## config.mk

```make
export PLATFORM = sky130hd
export DESIGN_NAME = crs_lane
export DESIGN_NICKNAME = d
export VERILOG_FILES = /design/src/rtl/core/crs_pkg.sv /design/src/rtl/core/crs_lane.sv
export SDC_FILE = /design/constraint.sdc
export NUM_CORES = 2
export LEC_CHECK = 0
export BUFFER_PORTS_ARGS = -buffer_cell sky130_fd_sc_hd__buf_2
export CORE_MARGIN = 8
export CORE_UTILIZATION = 70
export CTS_CLUSTER_SIZE = 40
export DETAILED_ROUTE_END_ITERATION = 16
export HOLD_SLACK_MARGIN = 0.03
export MAX_ROUTING_LAYER = met4
export PLACE_DENSITY = 0.89
export SETUP_SLACK_MARGIN = 0.5
export SLEW_MARGIN = 20
export SYNTH_ARGS = -nofsm -noshare
export SYNTH_HDL_FRONTEND = slang
export SYNTH_SLANG_ARGS = --single-unit
export TNS_END_PERCENT = 100
```

## constraint.sdc

```tcl
create_clock -name aclk -period 20.6 [get_ports aclk]
set_clock_uncertainty 0.05 [all_clocks]
set_input_delay 6.18 -clock aclk [delete_from_list [all_inputs] [get_ports aclk]]
set_output_delay 6.18 -clock aclk [all_outputs]
set_load 0.01 [all_outputs]
```

## src/rtl/core/crs_pkg.sv

```systemverilog
// Shared definitions for the cubic interpolating resampler.
// Holds default widths, the result cap, register indexes, the sequencer
// state type and the control group passed to the datapath modules.
package crs_pkg;

    localparam int CRS_SAMPLE_BITS   = 16;
    localparam int CRS_FRACTION_BITS = 16;
    localparam int CRS_MAX_RESULTS   = 48;
    localparam int CRS_CNT_W         = $clog2(CRS_MAX_RESULTS + 1);
    localparam int CRS_LEN_W         = 16;
    localparam int CRS_STEP_W        = 24;
    localparam int CRS_ACC_W         = 32;
    localparam int CRS_CFG_IDX_W     = 2;
    localparam int CRS_TAPS          = 4;

    typedef enum logic [CRS_CFG_IDX_W-1:0] {
        REG_BLOCK_IN_LEN  = 2'd0,
        REG_BLOCK_OUT_LEN = 2'd1,
        REG_POSITION_STEP = 2'd2
    } crs_reg_idx_t;

    typedef enum logic [3:0] {
        ST_IDLE,
        ST_CHECK,
        ST_MUL1,
        ST_MUL2,
        ST_WGT,
        ST_PROD,
        ST_SUM,
        ST_OUT,
        ST_FIN
    } crs_state_t;

    // Load enables for the datapath steps of one output.
    typedef struct packed {
        logic mul1;
        logic mul2;
        logic wgt;
        logic prod;
        logic sum;
    } crs_ctrl_t;

endpackage

```

## src/rtl/core/crs_lane.sv

```systemverilog
// One tap lane: multiplies its weight by the real and imaginary parts of
// its neighbour sample and registers both products. Depends on crs_pkg.
module crs_lane #(
    parameter int SAMPLE_BITS   = crs_pkg::CRS_SAMPLE_BITS,
    parameter int FRACTION_BITS = crs_pkg::CRS_FRACTION_BITS,
    parameter int W_W           = FRACTION_BITS + 4,
    parameter int PW            = W_W + SAMPLE_BITS
) (
    input  logic                          aclk,
    input  crs_pkg::crs_ctrl_t            ctrl,
    input  logic signed [W_W-1:0]         weight,
    input  logic signed [SAMPLE_BITS-1:0] x_re,
    input  logic signed [SAMPLE_BITS-1:0] x_im,
    output logic signed [PW-1:0]          p_re,
    output logic signed [PW-1:0]          p_im
);
    import crs_pkg::*;

    logic signed [PW-1:0] p_re_reg, p_im_reg;

    always_ff @(posedge aclk) begin
        if (ctrl.prod) begin
            p_re_reg <= PW'(weight) * PW'(x_re);
            p_im_reg <= PW'(weight) * PW'(x_im);
        end
    end

    assign p_re = p_re_reg;
    assign p_im = p_im_reg;

endmodule

```

==> key figures <==
Die
  • Die height: 209 µm
  • Core outline area: 36600 µm²
  • # IOs: 130
  • Die X: 209 µm
  • Die Footprint: 43600 µm²
  • Initial core utilization: 71.0%
  • Row count: 70

Timing
  • Fmax: 0.0795 GHz
  • Final number of max-transition violations: 0
  • Worst rel slew slack: 43.8%
  • RSZ-0062 raised after global routing: false
  • Fin Hold WS: 6.13 ns
  • Setup TNS: 0 ns
  • Tcrit/Tclk final: 61.1%
  • Slew @ Worst Pin: 0.843 ns
  • Final Hold Viols: 0
  • Count of final setup violators: 0
  • Fin crit period: 12.58 ns

Synth
  • Post-synth ARST share: 0%
  • Yosys warns: 0
  • Syn Std Cell Area: 26000 µm²
  • Seq/Total Area, Yosys: 8.31%
  • EDFF count, synth: 72
  • Syn_nets: 3629
  • Most used DFF post-synth: edfxtp_1
  • Synth top area cells: fa_1 49%, inv_1 10%, ha_1 8.7%, edfxtp_1 8.3%, and2_1 7.2%
  • FF+latch count, synth: 72
  • Synth unique cells: 61
  • Syn_area_per_cell: 9.44 µm²
  • Synthesized netlist cell count: 2755
  • Synth area leader: fa_1
  • Top-area cell type share of the netlist area: 49.0%

Detailed routing
  • Via/cell ratio: 5.77
  • DRT iter0 DRCs: 1272
  • Drc violations: 0
  • First drt pass iteration count: 5
  • WL/cell: 18.0 µm
  • Post-route ant nets: 0
  • Final wirelength: 58200 µm
  • Total number of vias: 18700

Finish
  • Register Area: 2160 µm²
  • Layout area overhead: 3.98%
  • Final #Nets: 3638
  • Share of layout cells above drive strength 1: 5.74%
  • Fill count: 2543
  • Area of the multi-input gates: 20700 µm²
  • Post-Layout Inst Area: 27000 µm²
  • Finished Layout Cells: 3239

Global routing
  • Antenna violations before repair: 2
  • Total track usage: 29.1%
  • Gr ovfl total: 0
  • Vias in the first global route: 21800
  • First-pass GRT wire length: 100000 µm
  • Largest net degree at the start of global routing: 61

Clock tree
  • Worst-path clk slew: 0.06 ns
  • Clock sinks: 72
  • H-tree level count: 3
  • Clk buf depth: 2
  • Post-CTS Repair Setup Buffers: 0
  • Clock root buffer: clkbuf_16
  • CTS Hold Bufs: 0
  • TritonCTS clock tree: yes
  • Inserted Clock Buffers: 9
  • # resized after CTS: 0

Critical path
  • Crit start category: primary input
  • Critical path class: in2reg
  • CP Max Fanout: 32
  • Crit-path cells: buf_2, nand2_1, inv_1, fa_1, fa_1, fa_1, fa_1, fa_1, inv_1, fa_1, inv_1, ha_1, and4_1, and4_1, inv_1, a2111o_1, a211o_1, and3_1, a311o_1
  • CP top delay family: adder cells
  • Crit-path max cell delay: 0.57 ns
  • Worst Path Required: 20.67 ns
  • Crit. End Element: register
  • Crit path top cell by count: fa_1
  • CP Buf/Inv Count: 5
  • Crit path DAT: 12.65 ns
  • Slowest stage cell, crit path: fa_1

Place
  • IO buf count: 125
  • DP Area: 26700 µm²
  • GP Congestion: 0.928
  • Hpwl dp: 47000 µm
  • Dpl cells: 3221

Hold path
  • Hold WC Path Type: in2reg
  • Worst hold path startpoint: ctrl[1]
  • Worst hold path endpoint: p_re[33]
  • Hold depth: 1

Status
  • Status: finished clean

Run
  • Max Cap Viol: 0
[layout make-up]
type | instances | area share [%]
diodes | 2 | 0.0185
clock buffers | 11 | 0.861
clock inverters | 5 | 0.213
inverters | 712 | 9.88
multi-input cells | 1843 | 76.5
flip-flops and latches | 72 | 8.00
well taps | 468 | 2.17
repair buffers | 126 | 2.35
[stage by stage]
| step | utilization (%) | setup WS [ns] |
|---|---|---|
| floorplan | - | 8.63 |
| global placement | 73.1 | 7.89 |
| detailed placement | 73.1 | 7.74 |
| CTS | 73.9 | 8.07 |
| global route | 73.9 | 7.77 |
| finish | 73.9 | 8.02 |
[cell families (layout without fill, tap and decap cells)]
group,Yosys count,in the layout,synth area share (%)
AOI/OAI and AO/OA,190,190,4.93
xor gates and xnor gates,76,76,2.56
adders and majority gates,816,816,57.6
buffers and inverters,840,854,12.1
DFF,72,72,8.31
other,0,2,0
and+or+nand+nor,761,761,14.5
[synthesized netlist by cell type, types with 2 or more instances]
library cell  instances
inv_1               710
fa_1                636
nand2_1             335
and2_1              299
ha_1                180
clkbuf_1            125
edfxtp_1             72
nor2_1               66
a21oi_1              63
xnor2_1              63
o21ai_0              32
a21o_1               17
nand3_1              15
xor2_1               13
nand2b_1             11
o21bai_1             10
a211oi_1              9
nor3_1                7
o21a_1                7
a211o_1               5
a31oi_1               5
and3_1                5
nor2b_1               5
o211ai_1              4
o31ai_1               4
a211oi_2              3
a31o_2                3
and4_1                3
nand4_1               3
o2111ai_1             3
o311ai_1              3
a2111oi_2             2
a21boi_0              2
buf_1                 2
clkinv_1              2
nand3b_1              2
nor4_1                2
o21ai_1               2
o22ai_1               2
or2_2                 2
[metal layers]
metal,up-vias,global-route usage [%],share of wire [%]
met4,0,14.6,4.6
met2,789,52.2,54
met1,9646,31.4,35
met3,228,4.22,6.6
li1,8037,-,-
met5,-,-,0
[placed cells by master, fill, tap and decap left out, drive strengths merged, types with 63 or more instances in the layout]
cell type and count:
and2 300, xnor2 63, inv 710, fa 636
nor2 66, nand2 335, a21oi 64, ha 180
edfxtp 72, buf 126
[how the worst max path moves through the flow]
stage               slack (ns)  startpoint  cells past startpoint  endpoint
global placement          7.89  weight[11]                     20  p_re[25]
detailed placement        7.74  weight[19]                     19  p_re[32]
floorplan                 8.63  weight[19]                     20  p_re[32]
finish                    8.02  weight[19]                     19  p_re[32]
global route              7.77  weight[10]                     20  p_re[25]
CTS                       8.07  weight[19]                     19  p_re[32]
Power is not shown: default switching activity piles up to over one toggle a cycle in this logic, so the estimate is an artifact.
