File: src/rtl/core/crs_pkg.sv
// Shared definitions for the cubic interpolating resampler.
// Holds default widths, the result cap, register indexes, the sequencer
// state type and the control group passed to the datapath modules.
package crs_pkg;

    localparam int CRS_SAMPLE_BITS   = 16;
    localparam int CRS_FRACTION_BITS = 16;
    localparam int CRS_MAX_RESULTS   = 48;
    localparam int CRS_CNT_W         = $clog2(CRS_MAX_RESULTS + 1);
    localparam int CRS_LEN_W         = 16;
    localparam int CRS_STEP_W        = 24;
    localparam int CRS_ACC_W         = 32;
    localparam int CRS_CFG_IDX_W     = 2;
    localparam int CRS_TAPS          = 4;

    typedef enum logic [CRS_CFG_IDX_W-1:0] {
        REG_BLOCK_IN_LEN  = 2'd0,
        REG_BLOCK_OUT_LEN = 2'd1,
        REG_POSITION_STEP = 2'd2
    } crs_reg_idx_t;

    typedef enum logic [3:0] {
        ST_IDLE,
        ST_CHECK,
        ST_MUL1,
        ST_MUL2,
        ST_WGT,
        ST_PROD,
        ST_SUM,
        ST_OUT,
        ST_FIN
    } crs_state_t;

    // Load enables for the datapath steps of one output.
    typedef struct packed {
        logic mul1;
        logic mul2;
        logic wgt;
        logic prod;
        logic sum;
    } crs_ctrl_t;

endpackage

File: src/rtl/core/crs_coef.sv
// Catmull-Rom weight unit: forms t^2, t^3 and the four tap weights over
// three sequencer steps. Depends on crs_pkg for the control group.
module crs_coef #(
    parameter int FRACTION_BITS = crs_pkg::CRS_FRACTION_BITS,
    parameter int W_W           = FRACTION_BITS + 4
) (
    input  logic                        aclk,
    input  crs_pkg::crs_ctrl_t          ctrl,
    input  logic [FRACTION_BITS-1:0]    frac,
    output logic signed [W_W-1:0]       weight [crs_pkg::CRS_TAPS]
);
    import crs_pkg::*;

    localparam int F = FRACTION_BITS;

    logic [F-1:0]   t2_reg;
    logic [F-1:0]   t3_reg;
    logic [2*F-1:0] sq;
    logic [2*F-1:0] cube;
    logic signed [W_W-1:0] te, t2e, t3e;
    logic signed [W_W-1:0] w_next [CRS_TAPS];
    logic signed [W_W-1:0] w_reg  [CRS_TAPS];

    localparam logic signed [W_W-1:0] TWO_ONE = W_W'(2) <<< F;

    assign sq   = (2*F)'(frac) * (2*F)'(frac);
    assign cube = (2*F)'(t2_reg) * (2*F)'(frac);

    assign te  = $signed({4'b0000, frac});
    assign t2e = $signed({4'b0000, t2_reg});
    assign t3e = $signed({4'b0000, t3_reg});

    always_comb begin
        w_next[0] = (t2e <<< 1) - t3e - te;
        w_next[1] = (t3e <<< 1) + t3e - (t2e <<< 2) - t2e + TWO_ONE;
        w_next[2] = (t2e <<< 2) + te - (t3e <<< 1) - t3e;
        w_next[3] = t3e - t2e;
    end

    always_ff @(posedge aclk) begin
        if (ctrl.mul1) begin
            t2_reg <= sq[2*F-1:F];
        end
        if (ctrl.mul2) begin
            t3_reg <= cube[2*F-1:F];
        end
        if (ctrl.wgt) begin
            for (int k = 0; k < CRS_TAPS; k++) begin
                w_reg[k] <= w_next[k];
            end
        end
    end

    assign weight = w_reg;

endmodule

File: config.mk
export PLATFORM = sky130hd
export DESIGN_NAME = crs_coef
export DESIGN_NICKNAME = d
export VERILOG_FILES = /design/src/rtl/core/crs_pkg.sv /design/src/rtl/core/crs_coef.sv
export SDC_FILE = /design/constraint.sdc
export NUM_CORES = 1
export LEC_CHECK = 0
export ABC_AREA = 1
export BUFFER_PORTS_ARGS = -buffer_cell sky130_fd_sc_hd__buf_2
export CORE_ASPECT_RATIO = 1.25
export CORE_MARGIN = 2
export CORE_UTILIZATION = 55
export DETAILED_ROUTE_END_ITERATION = 10
export PLACE_DENSITY = 0.7
export SLEW_MARGIN = 20
export SYNTH_ARGS = -nofsm -noshare
export SYNTH_HDL_FRONTEND = slang
export SYNTH_SLANG_ARGS = --single-unit
File: constraint.sdc
create_clock -name aclk -period 8.7 [get_ports aclk]
set_clock_uncertainty 0.15 [all_clocks]
set_input_delay 1.74 -clock aclk [delete_from_list [all_inputs] [get_ports aclk]]
set_output_delay 1.74 -clock aclk [all_outputs]
set_load 0.01 [all_outputs]
==> results of run 1 <==
[critical path, delay by kind of cell]
| kind | cells | cell delay, ns |
|---|---|---|
| AO/OA/AOI/OAI | 3 | 0.85 |
| adder cells (fa/ha/maj) | 7 | 3.36 |
| buffers and inverters | 4 | 0.81 |
| AND/OR/NAND/NOR | 6 | 0.63 |
[logic make-up after synthesis]
group                      share of synthesized area [%]
AOI/OAI and AO/OA                                   6.51
buffers and inverters                               14.2
and+or+nand+nor                                     17.5
adders and majority gates                           46.5
xor gates and xnor gates                            3.17
DFF                                                 12.1
[per-stage QoR]
step | instance area, um^2 | cells | setup slack, ns
after floorplan | 26300 | 3375 | 1.78
after global placement | 27400 | 4050 | 1.04
after detailed placement | 27500 | 4051 | 0.895
after CTS | 27700 | 4067 | 1.29
after global routing | 27800 | 4068 | 0.965
final | 27800 | 4070 | 1.22
[final cells by class]
type / count / area [um^2] / area share [%]
Antenna cell: 2 / 5.00 / 0.0180
Clock buffer: 10 / 229 / 0.825
Clock inverter: 6 / 57.6 / 0.207
Inverter: 894 / 3360 / 12.1
Multi-Input combinational cell: 2284 / 19400 / 69.8
Sequential cell: 106 / 3180 / 11.5
Tap cell: 637 / 797 / 2.87
Timing Repair Buffer: 131 / 759 / 2.74
[per-layer routing]
layer / routed length (um) / GRT usage [%] / vias to the layer above
met5: 0 / 0 / -
met4: 3680 / 14.5 / 0
met3: 3590 / 3.26 / 170
met2: 35400 / 52.2 / 624
met1: 27000 / 35.0 / 10400
li1: - / - / 10200
[worst paths after layout]
kind                                 from          to  slack, ns  cells after the start
worst min-delay path            t3_reg[3]   weight[3]       0.73                      2
worst min register to register  t3_reg[3]   weight[3]       0.73                      2
worst max register to register  t2_reg[3]  t3_reg[12]       2.32                     19
worst max-delay path              frac[1]  t3_reg[12]       1.22                     20
[synth_stat cells]
cell type  instances
fa_1             404
buf_2              5
nor2_4             1
a21boi_2           1
buf_4              7
o21ai_0           68
a31o_2             2
or2_2              3
a31oi_1            8
edfxtp_1         106
clkbuf_1          73
o31ai_1            3
nor4_2             1
a21boi_1           1
o21a_1            11
nand3b_1           5
o221ai_1           1
nand2_1          838
nand3_1          107
o41ai_1            1
buf_1              6
o21ai_1            3
inv_2              1
ha_1             331
xor2_1            63
nand4_1           26
nor2_1           139
a21o_1            12
inv_1            893
nor4_1             2
a21oi_1          162
xnor2_1           32
nor3_1            24
o211ai_1           4
a211oi_1           3
o21bai_1          17
a21boi_0           4
o21ai_2            4
nand2_2            3
[cell usage in the layout (no fill, tap or decap), types with 2 or more instances in the layout]
cell       Yosys  final
a21boi_0       4      4
clkbuf_16      0      9
nand2_2        3      3
o21bai_1      17     17
nor3_1        24     24
inv_8          0      2
a21oi_1      162    162
nand4_1       26     26
o21ai_2        4      4
xnor2_1       32     32
o21ai_1        3      3
edfxtp_1     106    106
o21a_1        11     11
nand3b_1       5      5
buf_4          7     30
fa_1         404    404
clkinv_4       0      2
a31oi_1        8      8
a31o_2         2      2
o31ai_1        3      3
or2_2          3      3
a211oi_1       3      3
o211ai_1       4      4
nor4_1         2      2
inv_6          0      2
a21o_1        12     12
xor2_1        63     63
diode_2        0      2
nand3_1      107    107
inv_1        893    893
buf_2          5     99
nor2_1       139    139
o21ai_0       68     68
ha_1         331    331
nand2_1      838    838
==> metrics.md, run 1 <==
| Metric | Value |
|---|---|
| Sequential area share after synthesis | `~12%` |
| Final Wtd Congestion | `between 0.9 and 1` |
| Clk root buf | `clkbuf_16` |
| Clock Sinks | `106` |
| CP peak stage delay | `around 0.67 ns` |
| Post-cts resize count | `0` |
| Worst-Skew Late Latency | `approximately 0.40 ns` |
| Number of global-route vias before repair | `around 23000` |
| Share of the synthesized area in the top cell type | `a little under a third` |
| Routed WL | `about 70 mm` |
| Synth warn | `0` |
| First-pass GRT wire length | `roughly 110 mm` |
| Worst path required time | `between 8 and 9 ns` |
| Clock transition at path regs | `roughly 0.07 ns` |
| Netlist Area Pre-Place | `between 0.02 and 0.03 mm^2` |
| Fin util | `about 59%` |
| Core Area | `~0.047 mm^2` |
| Congestion Overflow GR | `0` |
| Nets | `between 4000 and 5000` |
| Die area | `0.0496 mm^2` |
| Clock buffer depth | `2` |
| Antenna viol nets, final | `0` |
| Cells along the critical path | `buf_2 > nand2_1 > fa_1 > fa_1 > inv_1 > fa_1 > fa_1 > fa_1 > inv_1 > fa_1 > inv_1 > ha_1 > a21oi_1 > o21ai_0 > a21oi_1 > nor2_1 > nor2_1 > nand2_1 > nand2_1 > nand2_1` |
| Setup crit end kind | `flip-flop` |
| Area contributors post-synth | `fa_1, ha_1, inv_1, edfxtp_1, nand2_1` |
| Initial antenna violation count | `1` |
| # fillers | `between 4000 and 5000` |
| Fin crit share | `between 80% and 90%` |
| CTS tree | `built` |
| Width of the chip | `between 150 and 200 um` |
| Max reg flops | `74` |
| Syn Nets | `4132` |
| Hpwl dp | `57.8 mm` |
| Netlist cell types | `39` |
| CP arrival | `~7.4 ns` |
| TNS Setup | `0 ns` |
| Cell mode on critical path | `fa_1` |
| Unrepaired setup endpoints after global routing | `false` |
| Final Max Slew Viols | `0` |
| Run status | `finished clean` |
| Starting Density | `a little under three fifths` |
| Inserted Clock Buffers | `9` |
| Syn avg cell area | `between 7 and 8 um^2` |
| DR DRC count | `0` |
| Cts-stage hold buffer count | `0` |
| Synth Instances | `3375` |
| Worst min-delay path category | `flip-flop to flip-flop` |
| Slowest-stage cell, CP | `buf_2` |
| Iteration-0 DRC Markers | `~1200` |
| Routed vias/inst | `5.26` |
| GRT Overall Usage | `29.4%` |
| Post-layout minimum cycle time | `between 7 and 8 ns` |
| Hold Vio Cnt, Final | `0` |
| Share of cells above drive strength 1 | `4.72%` |
| Top-level port count | `roughly 100` |
| Crit Path Class | `input pin to flip-flop` |
| Slew @ Worst Pin | `between 1 and 1.5 ns` |
| Max Fclk | `roughly 130 MHz` |
| Layout area overhead | `5.61%` |
| DR vias | `~21000` |
| Cell taking the most area after synthesis | `fa_1` |
| Largest net degree at the start of global routing | `75` |
| Hold_ws | `about 0.73 ns` |
| H-tree depth | `3` |
| Startpoint types | `input pin` |
| # rows | `just under 90` |
| Avg WL per Cell | `roughly 17 um` |
| CP max FO | `32` |
| Die Ht | `between 200 and 250 um` |
| Slew margin rel. | `just under 20%` |
| IO Port Bufs | `approximately 100` |
| Synth Register Bits | `approximately 110` |
| DR pass1 iterations | `7` |
| Final setup fails | `0` |
| Number of max-cap violations | `0` |
| # Post-CTS Setup Buffers | `0` |
Power of run 1 is not shown: default switching activity piles up to over one toggle a cycle in this logic, so the estimate is an artifact.
==> inputs of run 2 (changes only) <==
--- a/config.mk
+++ b/config.mk
@@ -7,11 +7,13 @@
 export LEC_CHECK = 0
 export ABC_AREA = 1
 export BUFFER_PORTS_ARGS = -buffer_cell sky130_fd_sc_hd__buf_2
+export CELL_PAD_IN_SITES_DETAIL_PLACEMENT = 1
+export CELL_PAD_IN_SITES_GLOBAL_PLACEMENT = 1
 export CORE_ASPECT_RATIO = 1.25
 export CORE_MARGIN = 2
-export CORE_UTILIZATION = 55
+export CORE_UTILIZATION = 49
 export DETAILED_ROUTE_END_ITERATION = 10
-export PLACE_DENSITY = 0.7
+export PLACE_DENSITY = 0.81
 export SLEW_MARGIN = 20
 export SYNTH_ARGS = -nofsm -noshare
 export SYNTH_HDL_FRONTEND = slang
==> run 2 against run 1 <==
Compared with the run above: critical endpoint is now t2_reg[3]; sequential share of layout area hardly changed; sequential cell count is the same; hold slack improved by 0.048 ns; final cell count rose by 0.79%; critical path depth stayed put; utilization down 6.1 points; die area up 12%; highest routed layer is now met5; final area up 0.28%; critical path type unchanged; maximum frequency fell by 0.80%.
==> metrics.md, run 2 (synthesized netlist as in run 1, its figures left out) <==
| Metric | Value |
|---|---|
| Run status | `finished clean` |
| Die Ht | `about 260 um` |
| Crit path launch | `frac[3]` |
| CTS tree | `built` |
| Clk root buf | `clkbuf_16` |
| Fin util | `52.7%` |
| Antenna viol nets, final | `0` |
| CP peak stage delay | `approximately 0.77 ns` |
| Unrepaired setup endpoints after global routing | `false` |
| Slew @ Worst Pin | `1.19 ns` |
| Max reg flops | `between 70 and 80` |
| Layout area overhead | `5.90%` |
| Hold Vio Cnt, Final | `0` |
| DR vias | `22000` |
| Commonest cells after routing, fill and taps aside | `inv_1, nand2_1, fa_1, ha_1, a21oi_1` |
| Congestion Overflow GR | `0` |
| Post-layout minimum cycle time | `roughly 7.5 ns` |
| Clock Sinks | `about 110` |
| Initial antenna violation count | `2` |
| Slew margin rel. | `about 21%` |
| Worst min-delay path category | `flip-flop to flip-flop` |
| Critical path buffers and inverters | `4` |
| Final Max Slew Viols | `0` |
| Core Area | `0.0528 mm^2` |
| Setup slack, reg-to-reg | `~2.2 ns` |
| Setup crit end kind | `flip-flop` |
| Avg WL per Cell | `approximately 20 um` |
| # rows | `94` |
| First-pass GRT wire length | `132 mm` |
| Final Wtd Congestion | `around 0.92` |
| Width of the chip | `between 200 and 250 um` |
| Delay-heaviest family, CP | `adder cells` |
| Reg-to-reg startpoint | `t2_reg[9]` |
| Largest net degree at the start of global routing | `75` |
| Worst path required time | `8.72 ns` |
| Nets | `between 4000 and 5000` |
| Commonest non-fill, non-tap cell in the layout | `inv_1` |
| Starting Density | `about 50%` |
| Iteration-0 DRC Markers | `910` |
| Number of global-route vias before repair | `~25000` |
| Hpwl dp | `approximately 70 mm` |
| Routed vias/inst | `approximately 5.4` |
| # fillers | `6662` |
| Share of cells above drive strength 1 | `between 4 and 5%` |
| Max Fclk | `around 130 MHz` |
| Routed WL | `about 82 mm` |
| Die area | `about 0.056 mm^2` |
| Clock buffer depth | `2` |
| DR pass1 iterations | `7` |
| Crit Path Class | `input pin to flip-flop` |
| Slowest-stage cell, CP | `buf_2` |
| Clock transition at path regs | `0.08 ns` |
| IO Port Bufs | `99` |
| CP arrival | `7.56 ns` |
| Final Cell Area | `around 0.028 mm^2` |
| Cells along the critical path | `buf_2 > nand2_1 > fa_1 > fa_1 > inv_1 > fa_1 > fa_1 > fa_1 > inv_1 > fa_1 > inv_1 > ha_1 > a21oi_1 > o21ai_0 > a21oi_1 > o21ai_2 > nand2_1 > nand2_1 > nand2_1 > nand2_1` |
| Inserted Clock Buffers | `9` |
| GRT Overall Usage | `a little under a third` |
| Final setup fails | `0` |
| CP max FO | `33` |
| Hold Startpoint | `t3_reg[3]` |
| Top-level port count | `a little over 100` |
| TNS Setup | `0 ns` |
| # Post-CTS Setup Buffers | `0` |
| Fin crit share | `86.7%` |
| Reg area | `0.00318 mm^2` |
| Dpl cell area | `about 0.027 mm^2` |
| Post-cts resize count | `0` |
| Cts-stage hold buffer count | `0` |
| Worst-Skew Late Latency | `0.41 ns` |
| H-tree depth | `3` |
| DR DRC count | `0` |
| Multi-input logic area | `0.0194 mm^2` |
| Startpoint types | `input pin` |
| Hold_ws | `~0.77 ns` |
| Cell mode on critical path | `fa_1` |
| Number of max-cap violations | `0` |
[run 2: layer usage]
metal,global-route usage (%),routed length [um],up-vias
met3,3.31,2930,219
li1,-,-,10200
met2,57.5,43700,513
met5,0,8,-
met1,33.4,30600,11100
met4,16.4,4430,2
[run 2: metrics by stage]
stage,setup slack (ns),instances
finish,1.16,4102
global route,0.882,4101
CTS,1.23,4099
detailed placement,0.808,4083
global placement,0.893,4083
floorplan,1.78,3375
[run 2: path summary, 6_finish.rpt]
| kind | to | cells after the start |
|---|---|---|
| worst min-delay path | weight[3] | 2 |
| worst min register to register | weight[3] | 2 |
| worst max-delay path | t2_reg[3] | 20 |
| worst max register to register | t3_reg[12] | 19 |
[run 2: tightest hold or removal path, cell delays in order, from the launching register on]
cell	delay, ns
edfxtp_1	0.42
ha_1	0.23
xor2_1	0.10
[run 2: final cells by class]
cell class                      instances  share of cell area [%]
Multi-Input combinational cell       2284                    69.6
Tap cell                              672                    3.02
Clock inverter                          7                   0.382
Timing Repair Buffer                  129                    2.70
Clock buffer                            9                   0.809
Antenna cell                            1                 0.00899
Inverter                              894                    12.1
Sequential cell                       106                    11.4
Power of run 2 is left out for the same reason.
==> inputs of run 3 (changes only) <==
--- a/config.mk
+++ b/config.mk
@@ -11,9 +11,9 @@
 export CELL_PAD_IN_SITES_GLOBAL_PLACEMENT = 1
 export CORE_ASPECT_RATIO = 1.25
 export CORE_MARGIN = 2
-export CORE_UTILIZATION = 49
+export CORE_UTILIZATION = 40
 export DETAILED_ROUTE_END_ITERATION = 10
-export PLACE_DENSITY = 0.81
+export PLACE_DENSITY = 0.68
 export SLEW_MARGIN = 20
 export SYNTH_ARGS = -nofsm -noshare
 export SYNTH_HDL_FRONTEND = slang
==> run 3 against run 2 <==
Compared with the run above: hold slack worse by 0.038 ns; highest routed layer is now met4; non-clock buffer count up 4; routed wire length down 1.3%; critical path type unchanged; sequential cell count unchanged; global-route usage down 5.6 points; maximum frequency up 1.3%; sequential share of layout area down 0.089 points; first-iteration DRC count down 11%; die area up 22%.
==> metrics.md, run 3 (synthesized netlist as in run 1, its figures left out) <==
| Metric | Value |
|---|---|
| Max reg flops | `74` |
| Antenna viol nets, final | `0` |
| Nets | `4185` |
| Max Fclk | `134 MHz` |
| Reg-to-reg startpoint | `t2_reg[9]` |
| IO Port Bufs | `about 100` |
| Met3 usage | `1.75%` |
| Inserted Clock Buffers | `9` |
| Share of cells above drive strength 1 | `4.81%` |
| Met1 Usage GRT | `about 29%` |
| Run status | `finished clean` |
| Clock transition at path regs | `roughly 0.070 ns` |
| Commonest non-fill, non-tap cell in the layout | `inv_1` |
| Slew @ Worst Pin | `1.02 ns` |
| Delay-heaviest family, CP | `adder cells` |
| Iteration-0 DRC Markers | `808` |
| Worst-Skew Late Latency | `just over 0.4 ns` |
| Clock Sinks | `~110` |
| # rows | `between 100 and 150` |
| Routed vias/inst | `between 5 and 6` |
| Hpwl dp | `a little under 70 mm` |
| Number of global-route vias before repair | `about 25000` |
| Congestion Overflow GR | `0` |
| Final setup fails | `0` |
| Fin crit share | `a little under nine tenths` |
| Worst path required time | `a little under 9 ns` |
| Slew margin rel. | `32.0%` |
| Layout area overhead | `6.73%` |
| Post-cts resize count | `0` |
| # Post-CTS Setup Buffers | `0` |
| DR vias | `21600` |
| Final Wtd Congestion | `0.913` |
| Worst min-delay path category | `flip-flop to flip-flop` |
| Width of the chip | `approximately 230 um` |
| Cts-stage hold buffer count | `0` |
| CP peak stage delay | `0.74 ns` |
| Top-level port count | `around 100` |
| Hold Vio Cnt, Final | `0` |
| Cell mode on critical path | `fa_1` |
| Commonest cells after routing, fill and taps aside | `inv_1, nand2_1, fa_1, ha_1, a21oi_1` |
| Largest net degree at the start of global routing | `75` |
| Clk root buf | `clkbuf_16` |
| Die Ht | `about 290 um` |
| Dpl cell area | `0.0277 mm^2` |
| First-pass GRT wire length | `131 mm` |
| CP arrival | `about 7.4 ns` |
| Cells along the critical path | `buf_2 > nand2_1 > fa_1 > fa_1 > fa_1 > inv_1 > fa_1 > fa_1 > inv_1 > fa_1 > inv_1 > ha_1 > a21oi_1 > a21boi_0 > nand3_1 > nand3_1 > nand2_1 > nand2_1 > nand2_1` |
| Crit Path Class | `input pin to flip-flop` |
| Ant diodes | `0` |
| Total stage count of the critical path | `19` |
| Final Cell Area | `around 0.028 mm^2` |
| GRT Overall Usage | `between 20% and 30%` |
| Starting Density | `between 40% and 50%` |
| Hold Startpoint | `t3_reg[3]` |
| Clock buffer depth | `2` |
| Slowest-stage cell, CP | `buf_2` |
| Routed WL | `80.6 mm` |
| Startpoint types | `input pin` |
| Post-layout minimum cycle time | `7.44 ns` |
| DR DRC count | `0` |
| Crit path launch | `frac[2]` |
| Number of max-cap violations | `0` |
| Gr busiest metal | `met2` |
| TNS Setup | `0 ns` |
| CTS tree | `built` |
| Reg2reg path depth | `20` |
| DR pass1 iterations | `5` |
| Die area | `around 0.068 mm^2` |
| CP max FO | `35` |
| # fillers | `about 8100` |
| Avg WL per Cell | `about 19 um` |
| Worst Hold Depth | `2` |
| M2 GR Usage | `about 47%` |
| Final Max Slew Viols | `0` |
| Fin util | `between 40% and 50%` |
| Unrepaired setup endpoints after global routing | `false` |
| Setup crit end kind | `flip-flop` |
| Critical path buffers and inverters | `4` |
| H-tree depth | `3` |
| Initial antenna violation count | `0` |
| Core Area | `between 0.06 and 0.07 mm^2` |
[run 3: path summary, 6_finish.rpt]
kind / end / slack [ns]
setup reg to reg: t3_reg[13] / 2.17
setup / recovery: t3_reg[13] / 1.26
hold / removal: weight[3] / 0.73
hold reg to reg: weight[3] / 0.73
[run 3: stage by stage]
step / hold slack, ns / std cells / worst slack [ns]
final: 0.734 / 4289 / 1.26
after CTS: 0.750 / 4289 / 1.28
after global routing: 0.789 / 4289 / 0.952
after floorplan: 0.541 / 3375 / 1.78
after detailed placement: 0.745 / 4273 / 0.878
after global placement: 0.735 / 4272 / 0.946
[run 3: worst reg2reg max path, cell delays in order, from the launching register on]
cell and delay [ns]:
edfxtp_1 1.00, buf_4 0.35, nand2_1 0.10, fa_1 0.53
fa_1 0.58, fa_1 0.45, fa_1 0.55, inv_1 0.05
fa_1 0.49, inv_1 0.05, fa_1 0.52, inv_1 0.06
ha_1 0.31, nand2_1 0.19, inv_1 0.06, a21boi_0 0.24
nand3_1 0.18, nand3_1 0.14, nand2_1 0.06, nand2_1 0.07
nand2_1 0.11
[run 3: per-layer routing]
metal / part of all wire (%) / vias to the layer above
met2: 54 / 337
met4: 4.2 / 0
li1: - / 10200
met5: 0 / -
met1: 40 / 10900
met3: 2.2 / 136
[run 3: area by class of cell]
class,instances,area [um^2],area share (%)
Multi-Input combinational cell,2284,19400,69.0
Inverter,894,3360,12.0
Sequential cell,106,3180,11.3
Tap cell,856,1070,3.82
Timing Repair Buffer,133,761,2.71
Clock buffer,9,225,0.803
Clock inverter,7,86.3,0.308
Power of run 3 is left out for the same reason.
